`src/rtl/mbs_pkg.sv`:
```
// shared types and constants for the multichannel blink scheduler
package mbs_pkg;
    localparam int NUM_CHANNELS = 8;
    localparam int QUEUE_DEPTH  = 16;
    localparam int TIME_BITS    = 32;
    localparam int CH_BITS      = 3;
    localparam int PTR_BITS     = $clog2(QUEUE_DEPTH);
    localparam int MEM_BITS     = CH_BITS + PTR_BITS;

    // configuration register indexes
    localparam logic [0:0] REG_SPACING = 1'd0;
    localparam logic [0:0] REG_ENABLE  = 1'd1;

    typedef enum logic [1:0] {
        OP_TICK    = 2'd0,
        OP_ENQUEUE = 2'd1,
        OP_SET     = 2'd2,
        OP_CLEAR   = 2'd3
    } op_t;

    typedef enum logic [1:0] {
        ST_DONE     = 2'd0,
        ST_NO_ROOM  = 2'd1,
        ST_DISABLED = 2'd2
    } status_t;

    localparam logic [1:0] LV_LOW  = 2'd0;
    localparam logic [1:0] LV_HIGH = 2'd1;

    // one request as it waits between front and back
    typedef struct packed {
        op_t                 op;
        logic [CH_BITS-1:0]  ch;
        logic [31:0]         now;
        logic [15:0]         dur;
        logic [3:0]          cnt;
        logic [15:0]         pau;
        logic                ovw;
        logic [1:0]          lv;
    } req_t;

    typedef enum logic [2:0] {
        BK_IDLE,
        BK_TICK_RD,
        BK_TICK_CMP,
        BK_ENQ_RD,
        BK_ENQ_WR,
        BK_DONE
    } bk_state_t;
endpackage

```
`src/rtl/mbs_front.sv`:
```
// input stage and two-entry request queue
module mbs_front (
    input  logic          aclk,
    input  logic          aresetn,
    input  logic          s_valid,
    output logic          s_ready,
    input  mbs_pkg::req_t in_req,
    output logic          q_valid,
    input  logic          q_pop,
    output mbs_pkg::req_t q_req
);
    import mbs_pkg::*;

    req_t       mem_reg [2];
    logic       wp_reg, wp_next, rp_reg, rp_next;
    logic [1:0] cnt_reg, cnt_next;
    logic       push;

    assign s_ready = (cnt_reg != 2'd2);
    assign push    = s_valid && s_ready;
    assign q_valid = (cnt_reg != 2'd0);
    assign q_req   = mem_reg[rp_reg];

    always_comb begin
        wp_next  = wp_reg ^ push;
        rp_next  = rp_reg ^ (q_pop && q_valid);
        cnt_next = cnt_reg + {1'b0, push} - {1'b0, q_pop && q_valid};
    end

    always_ff @(posedge aclk) begin
        if (!aresetn) begin
            wp_reg  <= 1'b0;
            rp_reg  <= 1'b0;
            cnt_reg <= 2'd0;
        end else begin
            wp_reg  <= wp_next;
            rp_reg  <= rp_next;
            cnt_reg <= cnt_next;
        end
    end

    always_ff @(posedge aclk) begin
        if (push) begin
            mem_reg[wp_reg] <= in_req;
        end
    end

    always_ff @(posedge aclk) begin
        if (aresetn) begin
            assert (cnt_reg != 2'd3) else $error("queue count out of range");
        end
    end
    a_full_no_ready: assert property (@(posedge aclk) disable iff (!aresetn)
        cnt_reg == 2'd2 |-> !s_ready) else $error("ready while full");
    a_empty_no_valid: assert property (@(posedge aclk) disable iff (!aresetn)
        cnt_reg == 2'd0 |-> !q_valid) else $error("valid while empty");
    a_push_grows: assert property (@(posedge aclk) disable iff (!aresetn)
        push && !q_pop |=> cnt_reg == $past(cnt_reg) + 2'd1)
        else $error("push lost");
endmodule

```
`config.mk`:
```
export PLATFORM = sky130hd
export DESIGN_NAME = mbs_front
export DESIGN_NICKNAME = d
export VERILOG_FILES = /design/src/rtl/mbs_pkg.sv /design/src/rtl/mbs_front.sv
export SDC_FILE = /design/constraint.sdc
export NUM_CORES = 1
export LEC_CHECK = 0
export ABC_AREA = 1
export BUFFER_PORTS_ARGS = -buffer_cell sky130_fd_sc_hd__buf_2
export CORE_MARGIN = 8
export CORE_UTILIZATION = 44
export CTS_CLUSTER_DIAMETER = 40
export DETAILED_ROUTE_END_ITERATION = 8
export GPL_TIMING_DRIVEN = 0
export PLACE_DENSITY = 0.75
export SYNTH_ARGS = -nofsm -noshare
export SYNTH_HDL_FRONTEND = slang
export SYNTH_SLANG_ARGS = --single-unit
```
`constraint.sdc`:
```
create_clock -name aclk -period 4 [get_ports aclk]
set_input_delay 0.6 -clock aclk [delete_from_list [all_inputs] [get_ports aclk]]
set_output_delay 0.6 -clock aclk [all_outputs]
set_load 0.01 [all_outputs]
```
==> impl_metrics.env, run 1 <==
export IMPL_slew_violations=0
export IMPL_yosys_area_top_type="edfxtp_1"
export IMPL_coreArea_um2=13100
export IMPL_hold_viol=0
export IMPL_yosysMostFrequentCell="edfxtp_1"
export IMPL_p_per_area_nw_per_um2=664
export IMPL_crit_path_cell_trace="buf_4, buf_6, mux2_4, buf_2"
export IMPL_yosysWarningCount=0
export IMPL_cts_root_buf="clkbuf_16"
export IMPL_cts_resized=0
export IMPL_track_usage_pct=13.2
export IMPL_fin_skew_ps=4.76
export IMPL_grt_pass1_vias=3432
export IMPL_post_cts_buffers=0
export IMPL_start_util_pct=44.8
export IMPL_setup_viol=0
export IMPL_synthArstFlopShare_pct=0
export IMPL_drive_above_1_share_pct=59.2
export IMPL_path_delay_family="buffers and inverters"
export IMPL_antenna_found_initial=0
export IMPL_grt_start_max_net_pins=41
export IMPL_crit_type="register to output port"
export IMPL_dp_cells=608
export IMPL_diodes=0
export IMPL_synth_commonest_cells="152 x edfxtp_1, 40 x mux2_4, 36 x mux2_2"
export IMPL_fmax_mhz=435
export IMPL_worst_path_max_delay_cell="dfxtp_1"
export IMPL_p_total_uw=4990
export IMPL_slowest_delay_ps=360
export IMPL_synthCells=272
export IMPL_clkTransAtPathRegs_ps=60
export IMPL_die_y_um=132
export IMPL_ys_seq_area_share_pct=79.3
export IMPL_regToRegStartpoint="cnt_reg[0]$_SDFF_PN0_"
export IMPL_clockBufferDepth=2
export IMPL_timing_final_crit_share_pct=57.5
export IMPL_drt_initial_drc_count=147
export IMPL_avgSynthCellArea_um2=21.6
export IMPL_drc=0
export IMPL_crit_end="q_req[69]"
export IMPL_leakage_uw=0.00293
export IMPL_rr_worst_depth=6
export IMPL_fin_cells=639
export IMPL_cp_end_kind="output port"
export IMPL_wl_mm=11.3
export IMPL_gp_congestion=0.725
export IMPL_post_place_ws_ps=1810
export IMPL_synth_area_um2=5880
export IMPL_synth_area_leaders="edfxtp_1 78%, mux2_4 10%, mux2_2 6.9%, dfxtp_1 1.7%, buf_6 0.77%"
export IMPL_wl_per_cell_um=17.7
export IMPL_r2r_slack_ps=2050
export IMPL_dpl_hpwl_mm=7.92
export IMPL_relSlewSlack_pct=62.6
export IMPL_worstMarginPinSlew_ps=561
export IMPL_ir_worst_vdd_v=0.000330
export IMPL_synth_top_area_share_pct=77.6
export IMPL_reg2reg_to="mem_reg[0][51]$_DFFE_PP_"
export IMPL_largest_reg_flops=152
export IMPL_chipWidth_um=132
export IMPL_cts_buffers=17
export IMPL_ys_ff_latch=157
export IMPL_hold_buffers=0
export IMPL_start_kind="register"
export IMPL_path_buf_inv=3
export IMPL_io_pins=158
export IMPL_vias_per_cell=4.72
export IMPL_path_depth=4
export IMPL_die_area_um2=17300
export IMPL_layout_min_cycle_time_ps=2300
export IMPL_outcome="finished clean"
export IMPL_worst_slack_ps=1700
export IMPL_ant_nets=0
export IMPL_critPathMaxFanout=10
export IMPL_cp_arrival_ps=1700
export IMPL_h_tree_depth=4
export IMPL_vias=3017
export IMPL_gr_total_overflow=0
export IMPL_clkLatencyLatePin_ps=410
export IMPL_synth_main_ff_cell="edfxtp_1"
export IMPL_syn_nets=354
export IMPL_cap_violations=0
export IMPL_synth_cell_type_count=14
export IMPL_rsz0062_at_grt="no"
export IMPL_rows=42
export IMPL_first_pass_iters=4
export IMPL_portBuffers=157
export IMPL_cp_required_ps=3400
export IMPL_final_nets=533
export IMPL_whs_ps=377
export IMPL_min_path_type="primary input to register"
export IMPL_tritoncts="done"
export IMPL_syn2layout_area_growth_pct=27.9
export IMPL_synth_edff_count=152
export IMPL_grt_pass1_wl_mm=17.6
export IMPL_cts_sinks=157
==> where the power goes <==
part           internal (uW)  leakage [uW]  total, uW  switching, uW
Combinational            621       0.00120       1290            671
Clock                    906      0.000271       1500            594
Sequential              2130       0.00146       2200           68.8
==> routing by layer <==
metal | GRT usage, % | up-vias | share of wire, %
met1 | 14.1 | 1490 | 40
met2 | 22.7 | 104 | 52
met5 | 0 | - | 0
met4 | 6.38 | 0 | 1.4
li1 | - | 1410 | -
met3 | 5.11 | 13 | 6.7
==> per-stage QoR <==
| step | cell area (um^2) | util, % | TNS [ps] |
|---|---|---|---|
| 6_report | 7520 | 57.2 | 0 |
| 5_1_grt | 7520 | 57.2 | 0 |
| 4_1_cts | 7520 | 57.2 | 0 |
| 3_5_place_dp | 6970 | 53.0 | 0 |
| 3_3_place_gp | 6890 | 52.4 | -28680 |
| 2_1_floorplan | 5880 | - | 0 |
==> layout make-up <==
type / count / area (um^2)
Buffer: 8 / 67.6
Sequential cell: 157 / 4660
Timing Repair Buffer: 160 / 846
Inverter: 9 / 33.8
Clock buffer: 18 / 429
Fill cell: 1023 / 5620
Clock inverter: 13 / 125
Multi-Input combinational cell: 98 / 1130
Tap cell: 176 / 220
==> cell usage in the layout, fill, tap and decap left out, drive strengths merged <==
| cell type | netlist | routed |
|---|---|---|
| a21oi | 1 | 1 |
| clkinvlp | 0 | 2 |
| mux2 | 76 | 76 |
| clkinv | 0 | 8 |
| buf | 8 | 168 |
| bufinv | 0 | 2 |
| edfxtp | 152 | 152 |
| nand3 | 1 | 1 |
| nor2 | 8 | 8 |
| clkbuf | 0 | 18 |
| nand2 | 9 | 9 |
| dfxtp | 5 | 5 |
| xnor2 | 1 | 1 |
| ha | 2 | 2 |
| inv | 9 | 10 |
==> worst min-delay path by stage <==
| stage | endpoint | depth (start not counted) | from | slack [ps] |
|---|---|---|---|---|
| after CTS | mem_reg[0][18]$_DFFE_PP_ | 1 | in_req[18] | 350 |
| final | mem_reg[1][29]$_DFFE_PP_ | 1 | in_req[29] | 380 |
| after global routing | mem_reg[0][18]$_DFFE_PP_ | 1 | in_req[18] | 350 |
| after detailed placement | register | 2 | rp_reg$_SDFF_PN0_ | 500 |
| after global placement | rp_reg$_SDFF_PN0_ | 2 | rp_reg$_SDFF_PN0_ | 480 |
| after floorplan | register | 2 | rp_reg$_SDFF_PN0_ | 470 |
==> cell families after synthesis <==
group	synth area share [%]
compound gates	0.0850
simple gates	1.17
flops	79.3
fa+ha+maj	0.426
xor+xnor	0.149
buf+inv	1.72
mux	17.1
Note: power is estimated with default switching activity, not from simulation.
==> run 2, diff against run 1 <==
--- a/config.mk
+++ b/config.mk
@@ -12,7 +12,7 @@
 export CTS_CLUSTER_DIAMETER = 40
 export DETAILED_ROUTE_END_ITERATION = 8
 export GPL_TIMING_DRIVEN = 0
-export PLACE_DENSITY = 0.75
+export PLACE_DENSITY = 0.73
 export SYNTH_ARGS = -nofsm -noshare
 export SYNTH_HDL_FRONTEND = slang
 export SYNTH_SLANG_ARGS = --single-unit
==> constraint.sdc (replaced) <==
create_clock -name aclk -period 2.4 [get_ports aclk]
set_input_delay 0.36 -clock aclk [delete_from_list [all_inputs] [get_ports aclk]]
set_output_delay 0.36 -clock aclk [all_outputs]
set_load 0.01 [all_outputs]
==> run 2 against run 1 <==
Total power is 66% higher. Critical endpoint is now q_req[49]. Wire length is 1.3% lower. Largest cell class unchanged. Combinational power is 67% higher. Register-to-register slack worse by 1500 ps. Critical path type unchanged. Final area is 0.18% higher.
==> impl_metrics.env, run 2 (same netlist as run 1, synthesis figures left out) <==
export IMPL_cts_resized=0
export IMPL_clkPwrFrac_pct=29.9
export IMPL_layout_commonest_cell="buf_2"
export IMPL_post_cts_buffers=0
export IMPL_io_pins=158
export IMPL_hold_buffers=0
export IMPL_most_common_layout_cells="160 x buf_2, 152 x edfxtp_1, 40 x mux2_4, 36 x mux2_2, 17 x clkbuf_16"
export IMPL_swShare_pct=26.1
export IMPL_pwr_share_seq_pct=44.2
export IMPL_final_nets=533
export IMPL_relSlewSlack_pct=62.9
export IMPL_outcome="finished clean"
export IMPL_regToRegStartpoint="cnt_reg[0]$_SDFF_PN0_"
export IMPL_antenna_found_initial=0
export IMPL_setup_viol=0
export IMPL_clockBufferDepth=2
export IMPL_cts_root_buf="clkbuf_16"
export IMPL_clkLatencyLatePin_ps=410
export IMPL_r2r_slack_ps=500
export IMPL_die_area_um2=17300
export IMPL_dpl_hpwl_mm=7.82
export IMPL_gr_total_overflow=0
export IMPL_combPwrFrac_pct=25.8
export IMPL_hold_viol=0
export IMPL_wl_mm=11.2
export IMPL_grt_start_max_net_pins=49
export IMPL_critPathMaxFanout=10
export IMPL_die_y_um=132
export IMPL_wl_per_cell_um=17.5
export IMPL_portBuffers=157
export IMPL_start_util_pct=44.8
export IMPL_cts_buffers=17
export IMPL_gp_congestion=0.739
export IMPL_crit_end="q_req[49]"
export IMPL_worstMarginPinSlew_ps=555
export IMPL_whs_ps=135
export IMPL_power_switching_uw=2170
export IMPL_largest_reg_flops=152
export IMPL_crit_type="register to output port"
export IMPL_first_pass_iters=4
export IMPL_syn2layout_area_growth_pct=28.1
export IMPL_ir_worst_vdd_v=0.000533
export IMPL_multi_input_area_um2=1130
export IMPL_fin_skew_ps=7.10
export IMPL_drt_initial_drc_count=177
export IMPL_drive_above_1_share_pct=58.8
export IMPL_grt_pass1_wl_mm=17.5
export IMPL_fmax_mhz=478
export IMPL_vias_per_cell=4.71
export IMPL_slowest_delay_ps=390
export IMPL_rr_worst_depth=6
export IMPL_cp_end_kind="output port"
export IMPL_cp_arrival_ps=1730
export IMPL_timing_final_crit_share_pct=87.2
export IMPL_cp_required_ps=2040
export IMPL_layout_min_cycle_time_ps=2090
export IMPL_vias=3017
export IMPL_fillCellCount=1065
export IMPL_h_tree_depth=4
export IMPL_reg2reg_to="mem_reg[0][51]$_DFFE_PP_"
export IMPL_regArea_um2=4660
export IMPL_chipWidth_um=132
export IMPL_cts_sinks=157
export IMPL_final_setup_tns_ps=0
export IMPL_power_internal_uw=6130
export IMPL_cap_violations=0
export IMPL_min_delay_start="in_req[19]"
export IMPL_rows=42
export IMPL_drc=0
export IMPL_p_per_area_nw_per_um2=1100
export IMPL_track_usage_pct=13.1
export IMPL_min_path_type="primary input to register"
export IMPL_rsz0062_at_grt="no"
export IMPL_coreArea_um2=13100
export IMPL_grt_pass1_vias=3375
export IMPL_start_kind="register"
export IMPL_diodes=0
export IMPL_ant_nets=0
export IMPL_worst_path_max_delay_cell="dfxtp_1"
export IMPL_crit_path_cell_trace="buf_4, buf_6, mux2_4, buf_2"
export IMPL_leakage_uw=0.00294
export IMPL_tritoncts="done"
export IMPL_clkTransAtPathRegs_ps=60
export IMPL_slew_violations=0
## run 2: power by group through the flow
stage / combinational (uW) / clock (uW) / sequential (uW)
after global placement: 2080 / 0 / 3730
after global routing: 2330 / 2660 / 3710
after CTS: 2210 / 2560 / 3680
final: 2150 / 2490 / 3670
after detailed placement: 2190 / 0 / 3730
after floorplan: 1370 / 0 / 3700
## run 2: critical path: cells and delay by family (launching register included)
kind     cells  cell delay, ps
buf+inv      3             610
flops        1             390
mux          1             310
## run 2: how the worst min path moves through the flow
| stage | end | cells after the start |
|---|---|---|
| final | mem_reg[0][19]$_DFFE_PP_ | 1 |
| after global routing | mem_reg[0][1]$_DFFE_PP_ | 1 |
| after CTS | mem_reg[0][19]$_DFFE_PP_ | 1 |
| after detailed placement | rp_reg$_SDFF_PN0_ | 2 |
| after global placement | rp_reg$_SDFF_PN0_ | 2 |
| after floorplan | cnt_reg[0]$_SDFF_PN0_ | 2 |
## run 2: layout make-up
cell class                      instances  area share (%)
Sequential cell                       157            61.9
Multi-Input combinational cell         98            15.0
Timing Repair Buffer                  160            11.3
Clock buffer                           26            6.63
Tap cell                              176            2.92
Buffer                                  8           0.897
Clock inverter                          6           0.814
Inverter                                9           0.448
## run 2: metal layers
layer  up-vias  global-route usage [%]  share of wire, %
met3        18                    5.45               7.7
met1      1468                    14.6                40
met2       117                    21.6                50
li1       1414                       -                 -
met4         0                    6.00               2.1
met5         -                       0                 0
## run 2: per-stage QoR
step / setup WS [ps] / util, % / area, um^2 / total power, uW / instances
floorplan: 195 / - / 5890 / 5080 / 272
global placement: -368 / 52.5 / 6900 / 5810 / 605
detailed placement: 459 / 53.1 / 6970 / 5920 / 608
CTS: 245 / 57.3 / 7530 / 8440 / 640
global route: 200 / 57.3 / 7530 / 8700 / 640
finish: 308 / 57.3 / 7530 / 8300 / 640
==> run 3, diff against run 2 <==
--- a/config.mk
+++ b/config.mk
@@ -6,13 +6,13 @@
 export NUM_CORES = 1
 export LEC_CHECK = 0
 export ABC_AREA = 1
-export BUFFER_PORTS_ARGS = -buffer_cell sky130_fd_sc_hd__buf_2
 export CORE_MARGIN = 8
 export CORE_UTILIZATION = 44
 export CTS_CLUSTER_DIAMETER = 40
 export DETAILED_ROUTE_END_ITERATION = 8
+export DONT_BUFFER_PORTS = 1
 export GPL_TIMING_DRIVEN = 0
-export PLACE_DENSITY = 0.73
+export PLACE_DENSITY = 0.63
 export SYNTH_ARGS = -nofsm -noshare
 export SYNTH_HDL_FRONTEND = slang
 export SYNTH_SLANG_ARGS = --single-unit
==> run 3 against run 2 <==
Via count down 20%. Clock power up 8%. Total power fell by 2.9%. Critical endpoint is now mem_reg[0][51]$_DFFE_PP_. Final area fell by 9.9%. Global-route usage is 1.2 points lower. Clock skew down 2.8 ps. Clock-buffer cell count shrank 7. Utilization fell by 5.7 points. Sequential power hardly changed. Worst hold slack worse by 94 ps. Die area unchanged.
==> impl_metrics.env, run 3 (same netlist as run 1, synthesis figures left out) <==
export IMPL_clkLatencyLatePin_ps=410
export IMPL_cts_sinks=157
export IMPL_worstMarginPinSlew_ps=673
export IMPL_most_common_layout_cells="152 x edfxtp_1, 40 x mux2_4, 36 x mux2_2, 17 x clkbuf_16"
export IMPL_cp_required_ps=2490
export IMPL_combPwrFrac_pct=21.4
export IMPL_dpl_hpwl_mm=7.01
export IMPL_drc=0
export IMPL_drt_initial_drc_count=80
export IMPL_drive_above_1_share_pct=37.6
export IMPL_swShare_pct=25.4
export IMPL_gp_congestion=0.688
export IMPL_cts_resized=0
export IMPL_dp_cells=451
export IMPL_final_area_um2=6790
export IMPL_cts_root_buf="clkbuf_16"
export IMPL_wl_per_cell_um=20.8
export IMPL_grt_pass1_vias=2559
export IMPL_fin_skew_ps=4.26
export IMPL_cts_buffers=17
export IMPL_final_setup_tns_ps=0
export IMPL_grt_start_max_net_pins=46
export IMPL_first_pass_iters=4
export IMPL_min_delay_start="in_req[68]"
export IMPL_rows=42
export IMPL_hold_buffers=0
export IMPL_final_core_util_pct=51.7
export IMPL_track_usage_pct=12.0
export IMPL_cap_violations=0
export IMPL_h_tree_depth=4
export IMPL_antenna_found_initial=0
export IMPL_critPathMaxFanout=45
export IMPL_relSlewSlack_pct=55.0
export IMPL_largest_reg_flops=152
export IMPL_layout_commonest_cell="edfxtp_1"
export IMPL_startpoint="cnt_reg[0]$_SDFF_PN0_"
export IMPL_leakage_uw=0.00233
export IMPL_outcome="finished clean"
export IMPL_crit_type="register to register"
export IMPL_start_kind="register"
export IMPL_cp_end_kind="register"
export IMPL_portBuffers=0
export IMPL_die_area_um2=17300
export IMPL_chipWidth_um=132
export IMPL_fin_cells=482
export IMPL_regToRegStartpoint="cnt_reg[0]$_SDFF_PN0_"
export IMPL_whs_ps=40.7
export IMPL_final_nets=376
export IMPL_power_switching_uw=2050
export IMPL_min_path_type="primary input to register"
export IMPL_syn2layout_area_growth_pct=15.5
export IMPL_power_internal_uw=6020
export IMPL_diodes=0
export IMPL_clkPwrFrac_pct=33.2
export IMPL_clockBufferDepth=2
export IMPL_clkTransAtPathRegs_ps=60
export IMPL_die_y_um=132
export IMPL_dpl_cell_area_um2=6190
export IMPL_rsz0062_at_grt="no"
export IMPL_io_pins=158
export IMPL_slew_violations=0
export IMPL_p_per_area_nw_per_um2=1190
export IMPL_vias_per_cell=5.01
export IMPL_cp_arrival_ps=2060
export IMPL_wl_mm=10.0
export IMPL_ant_nets=0
export IMPL_grt_pass1_wl_mm=15.2
export IMPL_coreArea_um2=13100
export IMPL_layout_min_cycle_time_ps=1970
export IMPL_fmax_mhz=508
export IMPL_vias=2417
export IMPL_post_cts_buffers=0
export IMPL_hold_viol=0
export IMPL_ir_worst_vdd_v=0.000593
export IMPL_fillCellCount=1075
export IMPL_tritoncts="done"
export IMPL_timing_final_crit_share_pct=82.0
export IMPL_pwr_share_seq_pct=45.4
export IMPL_setup_viol=0
export IMPL_gr_total_overflow=0
export IMPL_start_util_pct=44.8
run 3: changes by cell type in the layout (fill, tap and decap cells not counted), sizes merged:
cell,before,now
buf,168,11
clkbuf,26,19
bufinv,1,4
clkinvlp,1,4
run 3: final cells by class:
class	count	area [um^2]	area share [%]
Sequential cell	157	4660	68.7
Multi-Input combinational cell	98	1130	16.7
Clock buffer	19	433	6.38
Tap cell	176	220	3.24
Clock inverter	12	170	2.51
Timing Repair Buffer	3	67.6	0.995
Buffer	8	67.6	0.995
Inverter	9	33.8	0.498
run 3: power groups by stage:
stage | combinational, uW | sequential, uW | clock [uW]
CTS | 1790 | 3660 | 2760
detailed placement | 1790 | 3720 | 0
floorplan | 1370 | 3700 | 0
global route | 1870 | 3710 | 2870
finish | 1730 | 3660 | 2680
global placement | 1700 | 3730 | 0
run 3: worst max-delay path, stage by stage, from the launching register on:
cell and delay (ps):
dfxtp_1 350, inv_1 50, nand2_1 140, nand2_1 190
inv_1 140, ha_4 460, buf_16 310
run 3: metrics by stage:
| step | total power [uW] | setup slack, ps |
|---|---|---|
| 4_1_cts | 8210 | 378 |
| 3_5_place_dp | 5510 | 389 |
| 3_3_place_gp | 5420 | -522 |
| 6_report | 8060 | 431 |
| 5_1_grt | 8440 | 234 |
| 2_1_floorplan | 5080 | 195 |
run 3: path summary, 6_finish.rpt:
path	endpoint	slack [ps]	cells past startpoint
setup / recovery	mem_reg[0][51]$_DFFE_PP_	430	6
hold / removal	mem_reg[0][68]$_DFFE_PP_	40	0
setup reg to reg	mem_reg[0][51]$_DFFE_PP_	430	6
hold reg to reg	register	520	2
run 3: metal layers:
layer	share of wire, %	global-route usage, %	vias to the layer above
li1	-	-	1094
met1	35	11.6	1183
met2	48	18.3	124
met3	15	9.26	16
met4	2.3	6.13	0
met5	0	0	-
